==> src/design/cfvg_pkg.sv <==
// Shared types, constants and the CORDIC arctangent table of the circle fan vertex generator.
package cfvg_pkg;

	localparam int MAX_SEGMENTS = 62;
	localparam int ANGLE_BITS   = 16;
	localparam int CORDIC_STEPS = 20;
	localparam int SEG_W        = 6;
	localparam int COORD_W      = 16;
	localparam int RADIUS_W     = 16;
	localparam int COLOR_W      = 32;
	localparam int GAIN_W       = 30;
	localparam logic [GAIN_W-1:0] GAIN_Q30 = 30'd652032874;
	localparam int PROD_W       = RADIUS_W + GAIN_W;
	localparam int XY_W         = PROD_W + 3;
	localparam int Z_W          = 34;
	localparam int OFS_W        = 20;
	localparam int STEP_W       = $clog2(CORDIC_STEPS);
	localparam int DIV_W        = ANGLE_BITS + 1;
	localparam int DCNT_W       = $clog2(DIV_W);
	localparam int FRAC_SHIFT   = 30;

	typedef enum logic [2:0] {
		ST_IDLE,
		ST_DIV,
		ST_CENTER,
		ST_INIT,
		ST_ROT,
		ST_MAP,
		ST_EMIT
	} state_t;

	typedef struct packed {
		logic load_req;
		logic div_step;
		logic load_center;
		logic cordic_init;
		logic cordic_step;
		logic map;
		logic load_rim;
	} cmd_t;

	typedef struct packed {
		logic div_last;
		logic rot_last;
		logic rim_last;
		logic out_free;
	} status_t;

	function automatic logic [29:0] atan_turn(input logic [STEP_W-1:0] k);
		logic [29:0] v;
		case (k)
			5'd0:    v = 30'd536870912;
			5'd1:    v = 30'd316933406;
			5'd2:    v = 30'd167458907;
			5'd3:    v = 30'd85004756;
			5'd4:    v = 30'd42667331;
			5'd5:    v = 30'd21354465;
			5'd6:    v = 30'd10679838;
			5'd7:    v = 30'd5340245;
			5'd8:    v = 30'd2670163;
			5'd9:    v = 30'd1335087;
			5'd10:   v = 30'd667544;
			5'd11:   v = 30'd333772;
			5'd12:   v = 30'd166886;
			5'd13:   v = 30'd83443;
			5'd14:   v = 30'd41722;
			5'd15:   v = 30'd20861;
			5'd16:   v = 30'd10430;
			5'd17:   v = 30'd5215;
			5'd18:   v = 30'd2608;
			5'd19:   v = 30'd1304;
			default: v = '0;
		endcase
		return v;
	endfunction

endpackage

==> src/design/cfvg_ctrl.sv <==
// Sequencer of the circle fan vertex generator: divider, center vertex, per-rim CORDIC passes.
module cfvg_ctrl (
	input  logic              clk,
	input  logic              arst_n,
	input  logic              in_valid,
	output logic              in_ready,
	input  cfvg_pkg::status_t status,
	output cfvg_pkg::cmd_t    cmd
);
	import cfvg_pkg::*;

	state_t state_q;
	state_t state_nx;

	always_ff @(posedge clk or negedge arst_n) begin
		if (!arst_n) begin
			state_q <= ST_IDLE;
		end else begin
			state_q <= state_nx;
		end
	end

	always_comb begin
		state_nx = state_q;
		cmd      = '0;
		in_ready = 1'b0;
		unique case (state_q)
			ST_IDLE: begin
				in_ready = 1'b1;
				if (in_valid) begin
					cmd.load_req = 1'b1;
					state_nx     = ST_DIV;
				end
			end
			ST_DIV: begin
				cmd.div_step = 1'b1;
				if (status.div_last) begin
					state_nx = ST_CENTER;
				end
			end
			ST_CENTER: begin
				if (status.out_free) begin
					cmd.load_center = 1'b1;
					state_nx        = ST_INIT;
				end
			end
			ST_INIT: begin
				cmd.cordic_init = 1'b1;
				state_nx        = ST_ROT;
			end
			ST_ROT: begin
				cmd.cordic_step = 1'b1;
				if (status.rot_last) begin
					state_nx = ST_MAP;
				end
			end
			ST_MAP: begin
				cmd.map  = 1'b1;
				state_nx = ST_EMIT;
			end
			ST_EMIT: begin
				if (status.out_free) begin
					cmd.load_rim = 1'b1;
					state_nx     = status.rim_last ? ST_IDLE : ST_INIT;
				end
			end
			default: begin
				state_nx = ST_IDLE;
			end
		endcase
	end

endmodule

==> src/design/cfvg_datapath.sv <==
// Datapath: request hold, angle step divider, shared CORDIC rotator, rounding, saturation, output register.
module cfvg_datapath (
	input  logic                                clk,
	input  logic                                arst_n,
	input  cfvg_pkg::cmd_t                      cmd,
	output cfvg_pkg::status_t                   status,
	input  logic signed [cfvg_pkg::COORD_W-1:0] center_x,
	input  logic signed [cfvg_pkg::COORD_W-1:0] center_y,
	input  logic [cfvg_pkg::RADIUS_W-1:0]       radius,
	input  logic [cfvg_pkg::COLOR_W-1:0]        fill_color,
	input  logic [cfvg_pkg::SEG_W-1:0]          segment_count,
	output logic                                out_valid,
	input  logic                                out_ready,
	output logic signed [cfvg_pkg::COORD_W-1:0] vertex_x,
	output logic signed [cfvg_pkg::COORD_W-1:0] vertex_y,
	output logic [cfvg_pkg::COLOR_W-1:0]        vertex_color,
	output logic [cfvg_pkg::SEG_W-1:0]          vertex_number,
	output logic                                last_vertex
);
	import cfvg_pkg::*;

	localparam logic signed [XY_W-1:0] ROUND_HALF = XY_W'(64'd1 << (FRAC_SHIFT - 1));

	function automatic logic signed [COORD_W-1:0] sat16(input logic signed [OFS_W:0] v);
		logic signed [COORD_W-1:0] r;
		if (v > (OFS_W + 1)'(32767)) begin
			r = 16'sh7FFF;
		end else if (v < -(OFS_W + 1)'(32768)) begin
			r = 16'sh8000;
		end else begin
			r = v[COORD_W-1:0];
		end
		return r;
	endfunction

	logic signed [COORD_W-1:0]  cx_q, cy_q;
	logic [RADIUS_W-1:0]        rad_q;
	logic [COLOR_W-1:0]         color_q;
	logic [SEG_W-1:0]           n_q;
	logic [PROD_W-1:0]          prod_q;
	logic [SEG_W-1:0]           div_rem_q;
	logic [DIV_W-1:0]           div_quo_q;
	logic [DCNT_W-1:0]          div_cnt_q;
	logic [DIV_W-1:0]           acc_q;
	logic [SEG_W-1:0]           accr_q;
	logic [SEG_W-1:0]           rim_q;
	logic signed [XY_W-1:0]     x_q, y_q;
	logic signed [Z_W-1:0]      z_q;
	logic [STEP_W-1:0]          k_q;
	logic [1:0]                 quad_q;
	logic signed [OFS_W-1:0]    dx_q, dy_q;
	logic                       out_valid_q;
	logic signed [COORD_W-1:0]  vx_q, vy_q;
	logic [COLOR_W-1:0]         vcolor_q;
	logic [SEG_W-1:0]           vnum_q;
	logic                       vlast_q;

	logic [SEG_W-1:0]           n_eff;
	logic                       div_bit;
	logic [SEG_W:0]             rem_sh;
	logic                       rem_ge;
	logic [SEG_W:0]             rem_nx;
	logic [SEG_W:0]             r_sum;
	logic                       r_wrap;
	logic [SEG_W:0]             r_nx;
	logic signed [XY_W-1:0]     xs, ys;
	logic signed [Z_W-1:0]      atan_z;
	logic signed [XY_W-1:0]     cos_v, sin_v;
	logic signed [XY_W-1:0]     cos_r, sin_r;
	logic signed [OFS_W:0]      sum_x, sum_y;

	always_comb begin
		if (segment_count == '0) begin
			n_eff = SEG_W'(1);
		end else if (segment_count > SEG_W'(MAX_SEGMENTS)) begin
			n_eff = SEG_W'(MAX_SEGMENTS);
		end else begin
			n_eff = segment_count;
		end

		div_bit = (div_cnt_q == '0);
		rem_sh  = {div_rem_q, div_bit};
		rem_ge  = rem_sh >= {1'b0, n_q};
		rem_nx  = rem_ge ? rem_sh - {1'b0, n_q} : rem_sh;

		r_sum  = {1'b0, accr_q} + {1'b0, div_rem_q};
		r_wrap = r_sum >= {1'b0, n_q};
		r_nx   = r_wrap ? r_sum - {1'b0, n_q} : r_sum;

		xs     = x_q >>> k_q;
		ys     = y_q >>> k_q;
		atan_z = signed'(Z_W'(atan_turn(k_q)));

		case (quad_q)
			2'd0:    begin cos_v = x_q;  sin_v = y_q;  end
			2'd1:    begin cos_v = -y_q; sin_v = x_q;  end
			2'd2:    begin cos_v = -x_q; sin_v = -y_q; end
			default: begin cos_v = y_q;  sin_v = -x_q; end
		endcase
		cos_r = (cos_v + ROUND_HALF) >>> FRAC_SHIFT;
		sin_r = (sin_v + ROUND_HALF) >>> FRAC_SHIFT;

		sum_x = (OFS_W + 1)'(cx_q) + (OFS_W + 1)'(dx_q);
		sum_y = (OFS_W + 1)'(cy_q) + (OFS_W + 1)'(dy_q);

		status.div_last = div_cnt_q == DCNT_W'(DIV_W - 1);
		status.rot_last = k_q == STEP_W'(CORDIC_STEPS - 1);
		status.rim_last = rim_q == n_q;
		status.out_free = !out_valid_q || out_ready;
	end

	always_ff @(posedge clk) begin
		prod_q <= PROD_W'(rad_q) * PROD_W'(GAIN_Q30);
		if (cmd.load_req) begin
			cx_q    <= center_x;
			cy_q    <= center_y;
			rad_q   <= radius;
			color_q <= fill_color;
		end
		if (cmd.div_step) begin
			div_quo_q <= {div_quo_q[DIV_W-2:0], rem_ge};
		end
		if (cmd.cordic_init) begin
			x_q    <= XY_W'(prod_q);
			y_q    <= '0;
			z_q    <= Z_W'({acc_q[ANGLE_BITS-3:0], {(32 - ANGLE_BITS){1'b0}}});
			quad_q <= acc_q[ANGLE_BITS-1:ANGLE_BITS-2];
		end else if (cmd.cordic_step) begin
			if (!z_q[Z_W-1]) begin
				x_q <= x_q - ys;
				y_q <= y_q + xs;
				z_q <= z_q - atan_z;
			end else begin
				x_q <= x_q + ys;
				y_q <= y_q - xs;
				z_q <= z_q + atan_z;
			end
		end
		if (cmd.map) begin
			dx_q <= cos_r[OFS_W-1:0];
			dy_q <= sin_r[OFS_W-1:0];
		end
		if (cmd.load_center) begin
			vx_q     <= cx_q;
			vy_q     <= cy_q;
			vcolor_q <= color_q;
			vnum_q   <= '0;
			vlast_q  <= 1'b0;
		end else if (cmd.load_rim) begin
			vx_q     <= sat16(sum_x);
			vy_q     <= sat16(sum_y);
			vcolor_q <= color_q;
			vnum_q   <= rim_q + SEG_W'(1);
			vlast_q  <= status.rim_last;
		end
	end

	always_ff @(posedge clk or negedge arst_n) begin
		if (!arst_n) begin
			n_q         <= '0;
			div_rem_q   <= '0;
			div_cnt_q   <= '0;
			acc_q       <= '0;
			accr_q      <= '0;
			rim_q       <= '0;
			k_q         <= '0;
			out_valid_q <= 1'b0;
		end else begin
			if (cmd.load_req) begin
				n_q       <= n_eff;
				div_rem_q <= '0;
				div_cnt_q <= '0;
				acc_q     <= '0;
				accr_q    <= '0;
				rim_q     <= '0;
			end else if (cmd.div_step) begin
				div_rem_q <= rem_nx[SEG_W-1:0];
				div_cnt_q <= div_cnt_q + DCNT_W'(1);
			end
			if (cmd.cordic_init) begin
				k_q <= '0;
			end else if (cmd.cordic_step) begin
				k_q <= k_q + STEP_W'(1);
			end
			if (cmd.load_rim) begin
				acc_q  <= acc_q + div_quo_q + DIV_W'(r_wrap);
				accr_q <= r_nx[SEG_W-1:0];
				rim_q  <= rim_q + SEG_W'(1);
			end
			if (cmd.load_center || cmd.load_rim) begin
				out_valid_q <= 1'b1;
			end else if (out_ready) begin
				out_valid_q <= 1'b0;
			end
		end
	end

	assign out_valid     = out_valid_q;
	assign vertex_x      = vx_q;
	assign vertex_y      = vy_q;
	assign vertex_color  = vcolor_q;
	assign vertex_number = vnum_q;
	assign last_vertex   = vlast_q;

	a_no_overwrite: assert property (@(posedge clk) disable iff (!arst_n)
		(cmd.load_center || cmd.load_rim) |-> (!out_valid_q || out_ready))
		else $error("vertex loaded over a pending one");

	a_step_range: assert property (@(posedge clk) disable iff (!arst_n)
		cmd.cordic_step |-> (k_q < STEP_W'(CORDIC_STEPS)))
		else $error("CORDIC step beyond table");

	a_rim_range: assert property (@(posedge clk) disable iff (!arst_n)
		cmd.cordic_init |-> (rim_q <= n_q))
		else $error("rim index past segment count");

	a_rem_range: assert property (@(posedge clk) disable iff (!arst_n)
		(n_q != '0) |-> ((accr_q < n_q) && (div_rem_q < n_q)))
		else $error("angle remainder out of range");

	a_last_ends: assert property (@(posedge clk) disable iff (!arst_n)
		(cmd.load_rim && status.rim_last) |=> (rim_q == n_q + SEG_W'(1)))
		else $error("fan did not end after last rim point");

endmodule

==> src/design/circle_fan_vertex_generator_top.sv <==
// Top level of the circle fan vertex generator: sequencer and datapath.
// One request (center, radius, color, segment count n, with 0 taken as 1 and 63 as 62)
// yields n+2 vertices: the center with number 0, then rim points 1..n+1 at angles
// floor(i*65536/n) turns/65536, the last one repeating the first and flagged last_vertex.
// A request runs a one-bit-per-cycle divider for the 17-bit angle step, then per rim point
// one 20-step pass of the shared CORDIC rotator, with a state each to load, round and
// saturate. One request is worked at a time; the next is taken as soon as the last vertex
// sits in the output register.
module circle_fan_vertex_generator_top (
	input  logic                                clk,
	input  logic                                arst_n,
	input  logic                                in_valid,
	output logic                                in_ready,
	input  logic signed [cfvg_pkg::COORD_W-1:0] center_x,
	input  logic signed [cfvg_pkg::COORD_W-1:0] center_y,
	input  logic [cfvg_pkg::RADIUS_W-1:0]       radius,
	input  logic [cfvg_pkg::COLOR_W-1:0]        fill_color,
	input  logic [cfvg_pkg::SEG_W-1:0]          segment_count,
	output logic                                out_valid,
	input  logic                                out_ready,
	output logic signed [cfvg_pkg::COORD_W-1:0] vertex_x,
	output logic signed [cfvg_pkg::COORD_W-1:0] vertex_y,
	output logic [cfvg_pkg::COLOR_W-1:0]        vertex_color,
	output logic [cfvg_pkg::SEG_W-1:0]          vertex_number,
	output logic                                last_vertex
);
	import cfvg_pkg::*;

	cmd_t    cmd;
	status_t status;

	cfvg_ctrl u_ctrl (
		.clk      (clk),
		.arst_n   (arst_n),
		.in_valid (in_valid),
		.in_ready (in_ready),
		.status   (status),
		.cmd      (cmd)
	);

	cfvg_datapath u_datapath (
		.clk           (clk),
		.arst_n        (arst_n),
		.cmd           (cmd),
		.status        (status),
		.center_x      (center_x),
		.center_y      (center_y),
		.radius        (radius),
		.fill_color    (fill_color),
		.segment_count (segment_count),
		.out_valid     (out_valid),
		.out_ready     (out_ready),
		.vertex_x      (vertex_x),
		.vertex_y      (vertex_y),
		.vertex_color  (vertex_color),
		.vertex_number (vertex_number),
		.last_vertex   (last_vertex)
	);

endmodule

==> config.mk <==
export PLATFORM = sky130hd
export DESIGN_NAME = circle_fan_vertex_generator_top
export DESIGN_NICKNAME = d
export VERILOG_FILES = /design/src/design/cfvg_pkg.sv /design/src/design/cfvg_ctrl.sv /design/src/design/cfvg_datapath.sv /design/src/design/circle_fan_vertex_generator_top.sv
export SDC_FILE = /design/constraint.sdc
export NUM_CORES = 2
export LEC_CHECK = 0
export BUFFER_PORTS_ARGS = -buffer_cell sky130_fd_sc_hd__buf_2
export CAP_MARGIN = 30
export CORE_ASPECT_RATIO = 0.8
export CORE_MARGIN = 2
export CORE_UTILIZATION = 43
export CTS_CLUSTER_DIAMETER = 80
export CTS_CLUSTER_SIZE = 8
export DETAILED_ROUTE_END_ITERATION = 8
export GPL_ROUTABILITY_DRIVEN = 0
export PLACE_DENSITY_LB_ADDON = 0.08
export SYNTH_ARGS = -nofsm -noshare
export SYNTH_HDL_FRONTEND = slang
export SYNTH_SLANG_ARGS = --single-unit
==> constraint.sdc <==
create_clock -name clk -period 9.67 [get_ports clk]
set_clock_uncertainty 0.1 [all_clocks]
set_input_delay 0.967 -clock clk [delete_from_list [all_inputs] [get_ports clk]]
set_output_delay 0.967 -clock clk [all_outputs]
set_load 0.01 [all_outputs]
==> impl_results.md <==
* Hpwl dp at between 100000 and 150000 µm
* Primary FF master, synth: sky130_fd_sc_hd__edfxtp_1
* Post-synth top cells: 466 x sky130_fd_sc_hd__nand2_1, 406 x sky130_fd_sc_hd__a21oi_1, 376 x sky130_fd_sc_hd__ha_1
* Unrepaired setup endpoints after global routing: no
* Dominant cells by area after synthesis: sky130_fd_sc_hd__edfxtp_1 17%, sky130_fd_sc_hd__ha_1 10%, sky130_fd_sc_hd__fa_1 8.1%
* Filler Cells Inserted at 10100
* Worst Max-Slew Pin Slew at roughly 1.0 ns
* Largest net degree at the start of global routing at 77
* Relative max-transition margin at between 30% and 40%
* Peak Freq at 124 MHz
* Hold buffers post-CTS at 0
* Std-Cell Rows at between 100 and 150
* Number of buffers added by the clock tree synthesis step at 67
* Cell type with the largest total area after synthesis: sky130_fd_sc_hd__edfxtp_1
* Mapped Avg Cell Area at 9.12 µm²
* Max capacitance violation total at 0
* Synthesized netlist net count at between 5000 and 6000
* Vias after detailed routing at ~38000
* Vias per cell at around 5.9
* Antenna violations before repair at 3
* First-pass GRT wire length at between 200000 and 250000 µm
* Worst setup slack after layout at 1.63 ns
* Count of different cell masters after synthesis at roughly 110
* DRT Wirelength at 143000 µm
* Post-synthesis register bit count at 438
* Number of warnings issued by yosys at 0
* Starting DRC count in detailed routing at 3432
* Clock edge transition at the registers on the reported setup and hold paths at about 0.06 ns
* Number of synthesized flops with an enable pin at roughly 260
* CTS Root Buffer Type: sky130_fd_sc_hd__clkbuf_16
* Growth of design area from synthesis to finish at 9.28%
* Pre-Repair DR Iteration Count at 6
* CTS H-tree depth at 3
* Post-CTS Repair Setup Buffers at 0
* Final ANT Viol Nets at 0
* Critical path class: reg -> reg
* Vertical extent of the die at 293 µm
* Worst reg2reg endpoint: u_datapath.y_q[47]$_SDFFE_PP0P_
* Number of standard cells after synthesis at 4934
* Startpoint of the lowest-slack register-to-register path: u_datapath.k_q[2]$_DFFE_PN0P_
* Number of cells traversed by the worst hold path at 0
* Start point of the worst min-delay path: u_datapath.color_q[23]$_DFFE_PP_
* Total count of max-transition violations in the final report at 0
* Io pins at 163
* Source-to-sink clock delay at the later pin of the worst-skew pair at 0.66 ns
* DRC violations left at 0
* Grt total ovfl at 0
* Post-CTS Resized at 0
* Ys async rst share at ~12%
* Number of standard cells in the final layout excluding fillers at 6451
* Total instance count after detailed placement at ~6300
* Min cycle time layout at 8.04 ns
* Post-placement worst setup slack at between 1.5 and 2 ns
* Synth top area share at roughly 17%
* Data arrival time of the worst path at ~8.4 ns
* Status: finished, final reports clean
* Via count of the first global-routing pass at around 36000
* Final-stage net count at around 5600
* Total Neg Setup Slack at 0 ns
* Post-Synthesis Cell Area at 45000 µm²
* Highest net fanout along the worst path at 44
* Initial core utilization at between 40% and 50%
* CTS tree: built
* Crit path capture type: register
* Clk sinks at between 400 and 500
* Worst hold path endpoint: u_datapath.vertex_color[23]$_DFFE_PP_
* Worst min path class: reg -> reg
* Setup violations, final at 0
* CP Data Required Time at about 10 ns
* Average wire length per cell after detail routing at ~22 µm
* Buffers added on ports at 162
* Area of the die at between 100000 and 150000 µm²
* Max clock buf depth at 3
* Core Region at approximately 100000 µm²
* Most frequent cell after synthesis: sky130_fd_sc_hd__nand2_1
* Worst Setup Start Kind: register
* Register area share after synthesis at between 20% and 30%
* Number of hold violations in the final report at 0
* Register-to-register setup slack at 1.63 ns
* Ratio of final minimum period to clock period at between 80% and 90%
* Layout cells sized above 1 at between 10% and 20%
* Overall track demand over capacity in global routing at a little over a quarter
* Die X-Extent at around 370 µm
* Register-to-Register Path Depth at 27
==> how the worst max path moves through the flow <==
stage,startpoint,end,slack (ns),depth (start not counted)
2_1_floorplan,u_datapath.k_q[4]$_DFFE_PN0P_,u_datapath.y_q[42]$_SDFFE_PP0P_,2.70,31
3_3_place_gp,u_datapath.k_q[0]$_DFFE_PN0P_,u_datapath.x_q[45]$_DFFE_PP_,1.65,24
3_5_place_dp,u_datapath.k_q[0]$_DFFE_PN0P_,u_datapath.x_q[45]$_DFFE_PP_,1.60,24
4_1_cts,u_datapath.k_q[0]$_DFFE_PN0P_,u_datapath.x_q[45]$_DFFE_PP_,1.53,24
5_1_grt,u_datapath.k_q[2]$_DFFE_PN0P_,u_datapath.y_q[47]$_SDFFE_PP0P_,0.93,27
6_report,u_datapath.k_q[2]$_DFFE_PN0P_,u_datapath.y_q[47]$_SDFFE_PP0P_,1.63,27
==> sequential cells by signal (all words and copies together), names as in the netlist, 19 cells and up <==
name	cells
u_datapath.color_q	32
u_datapath.dx_q	19
u_datapath.dy_q	19
u_datapath.prod_q	45
u_datapath.vertex_color	32
u_datapath.x_q	49
u_datapath.y_q	49
u_datapath.z_q	34
==> layer usage <==
metal | global-route usage [%] | routed length [µm] | vias to the layer above
li1 | - | - | 17900
met1 | 39.8 | 68800 | 18200
met2 | 36.9 | 57700 | 1508
met3 | 6.22 | 13400 | 197
met4 | 6.77 | 3240 | 0
met5 | 0 | 0 | -
==> layout make-up <==
| type | count | area [µm²] | area share [%] |
|---|---|---|---|
| antenna | 4 | 10.0 | 0.0203 |
| clock buffer | 103 | 1860 | 3.79 |
| clock inverter | 9 | 188 | 0.382 |
| inverter | 376 | 1420 | 2.88 |
| multi-input combinational | 3874 | 30800 | 62.7 |
| sequential | 438 | 11700 | 23.7 |
| tap | 1404 | 1760 | 3.57 |
| timing repair buffer | 243 | 1480 | 3.01 |
==> cell usage in the layout (no fill, tap or decap), drive strengths merged, types with 15 or more instances in the layout <==
cell / Yosys / final
edfxtp: 259 / 259
dfrtp: 54 / 54
nand3: 104 / 104
o21ai: 301 / 301
o211ai: 18 / 18
ha: 376 / 376
nor2: 325 / 325
o31ai: 42 / 42
and2: 42 / 42
o21a: 43 / 43
or2: 31 / 31
o21bai: 30 / 30
a21o: 127 / 127
nor2b: 53 / 53
fa: 183 / 183
xor2: 179 / 179
nor4: 33 / 33
nand2: 467 / 467
nand4: 32 / 32
dfxtp: 125 / 125
or3: 31 / 31
clkbuf: 160 / 104
nand2b: 69 / 69
a22o: 27 / 27
mux2: 68 / 68
o41ai: 15 / 15
inv: 373 / 372
and3: 36 / 36
mux2i: 78 / 78
mux4: 114 / 114
o22ai: 17 / 17
a31oi: 61 / 61
xnor2: 246 / 246
a211oi: 50 / 50
a21oi: 406 / 406
buf: 85 / 242
nor3: 61 / 61
==> critical path: stages, from the launching register on <==
cell and delay [ns]:
sky130_fd_sc_hd__dfrtp_4 0.81, sky130_fd_sc_hd__clkinv_2 0.68, sky130_fd_sc_hd__buf_4 0.50, sky130_fd_sc_hd__buf_4 0.31, sky130_fd_sc_hd__mux2i_1 0.35, sky130_fd_sc_hd__nand2_1 0.08, sky130_fd_sc_hd__o21ai_0 0.15, sky130_fd_sc_hd__nor2_1 0.07
sky130_fd_sc_hd__nor2_1 0.17, sky130_fd_sc_hd__ha_1 0.18, sky130_fd_sc_hd__and2_1 0.14, sky130_fd_sc_hd__and4b_1 0.22, sky130_fd_sc_hd__and3b_1 0.29, sky130_fd_sc_hd__nor2_1 0.08, sky130_fd_sc_hd__xor2_1 0.19, sky130_fd_sc_hd__ha_1 0.39
sky130_fd_sc_hd__a21oi_1 0.17, sky130_fd_sc_hd__o21ai_0 0.13, sky130_fd_sc_hd__o41ai_1 0.40, sky130_fd_sc_hd__o21ai_0 0.23, sky130_fd_sc_hd__o21ai_0 0.33, sky130_fd_sc_hd__nand3b_1 0.20, sky130_fd_sc_hd__a31oi_1 0.34, sky130_fd_sc_hd__o31ai_1 0.16
sky130_fd_sc_hd__o41ai_1 0.66, sky130_fd_sc_hd__o21ai_0 0.24, sky130_fd_sc_hd__xnor2_1 0.16, sky130_fd_sc_hd__o21ai_0 0.09
==> logic make-up (layout without fill, tap and decap cells) <==
| logic type | Yosys count | after routing | share of synthesized area [%] |
|---|---|---|---|
| and+or+nand+nor | 1342 | 1342 | 14.2 |
| AOI/OAI and AO/OA | 1288 | 1288 | 18.0 |
| buffers and inverters | 622 | 731 | 5.81 |
| adders and majority gates | 559 | 559 | 18.6 |
| DFF | 438 | 438 | 25.8 |
| xor gates and xnor gates | 425 | 425 | 8.27 |
| muxes | 260 | 260 | 9.21 |
| other | 0 | 4 | 0 |
==> stage by stage <==
stage	instance area [µm²]	util (%)	hold slack (ns)
finish	49200	47.2	0.308
floorplan	45000	-	0.300
global route	49200	47.2	0.311
detailed placement	47100	45.2	0.305
global placement	47000	45.2	0.301
CTS	49100	47.2	0.304
Power is left out: the tool's default activity adds up to more than one toggle a clock period on the data nets, which glitch-free logic cannot reach.
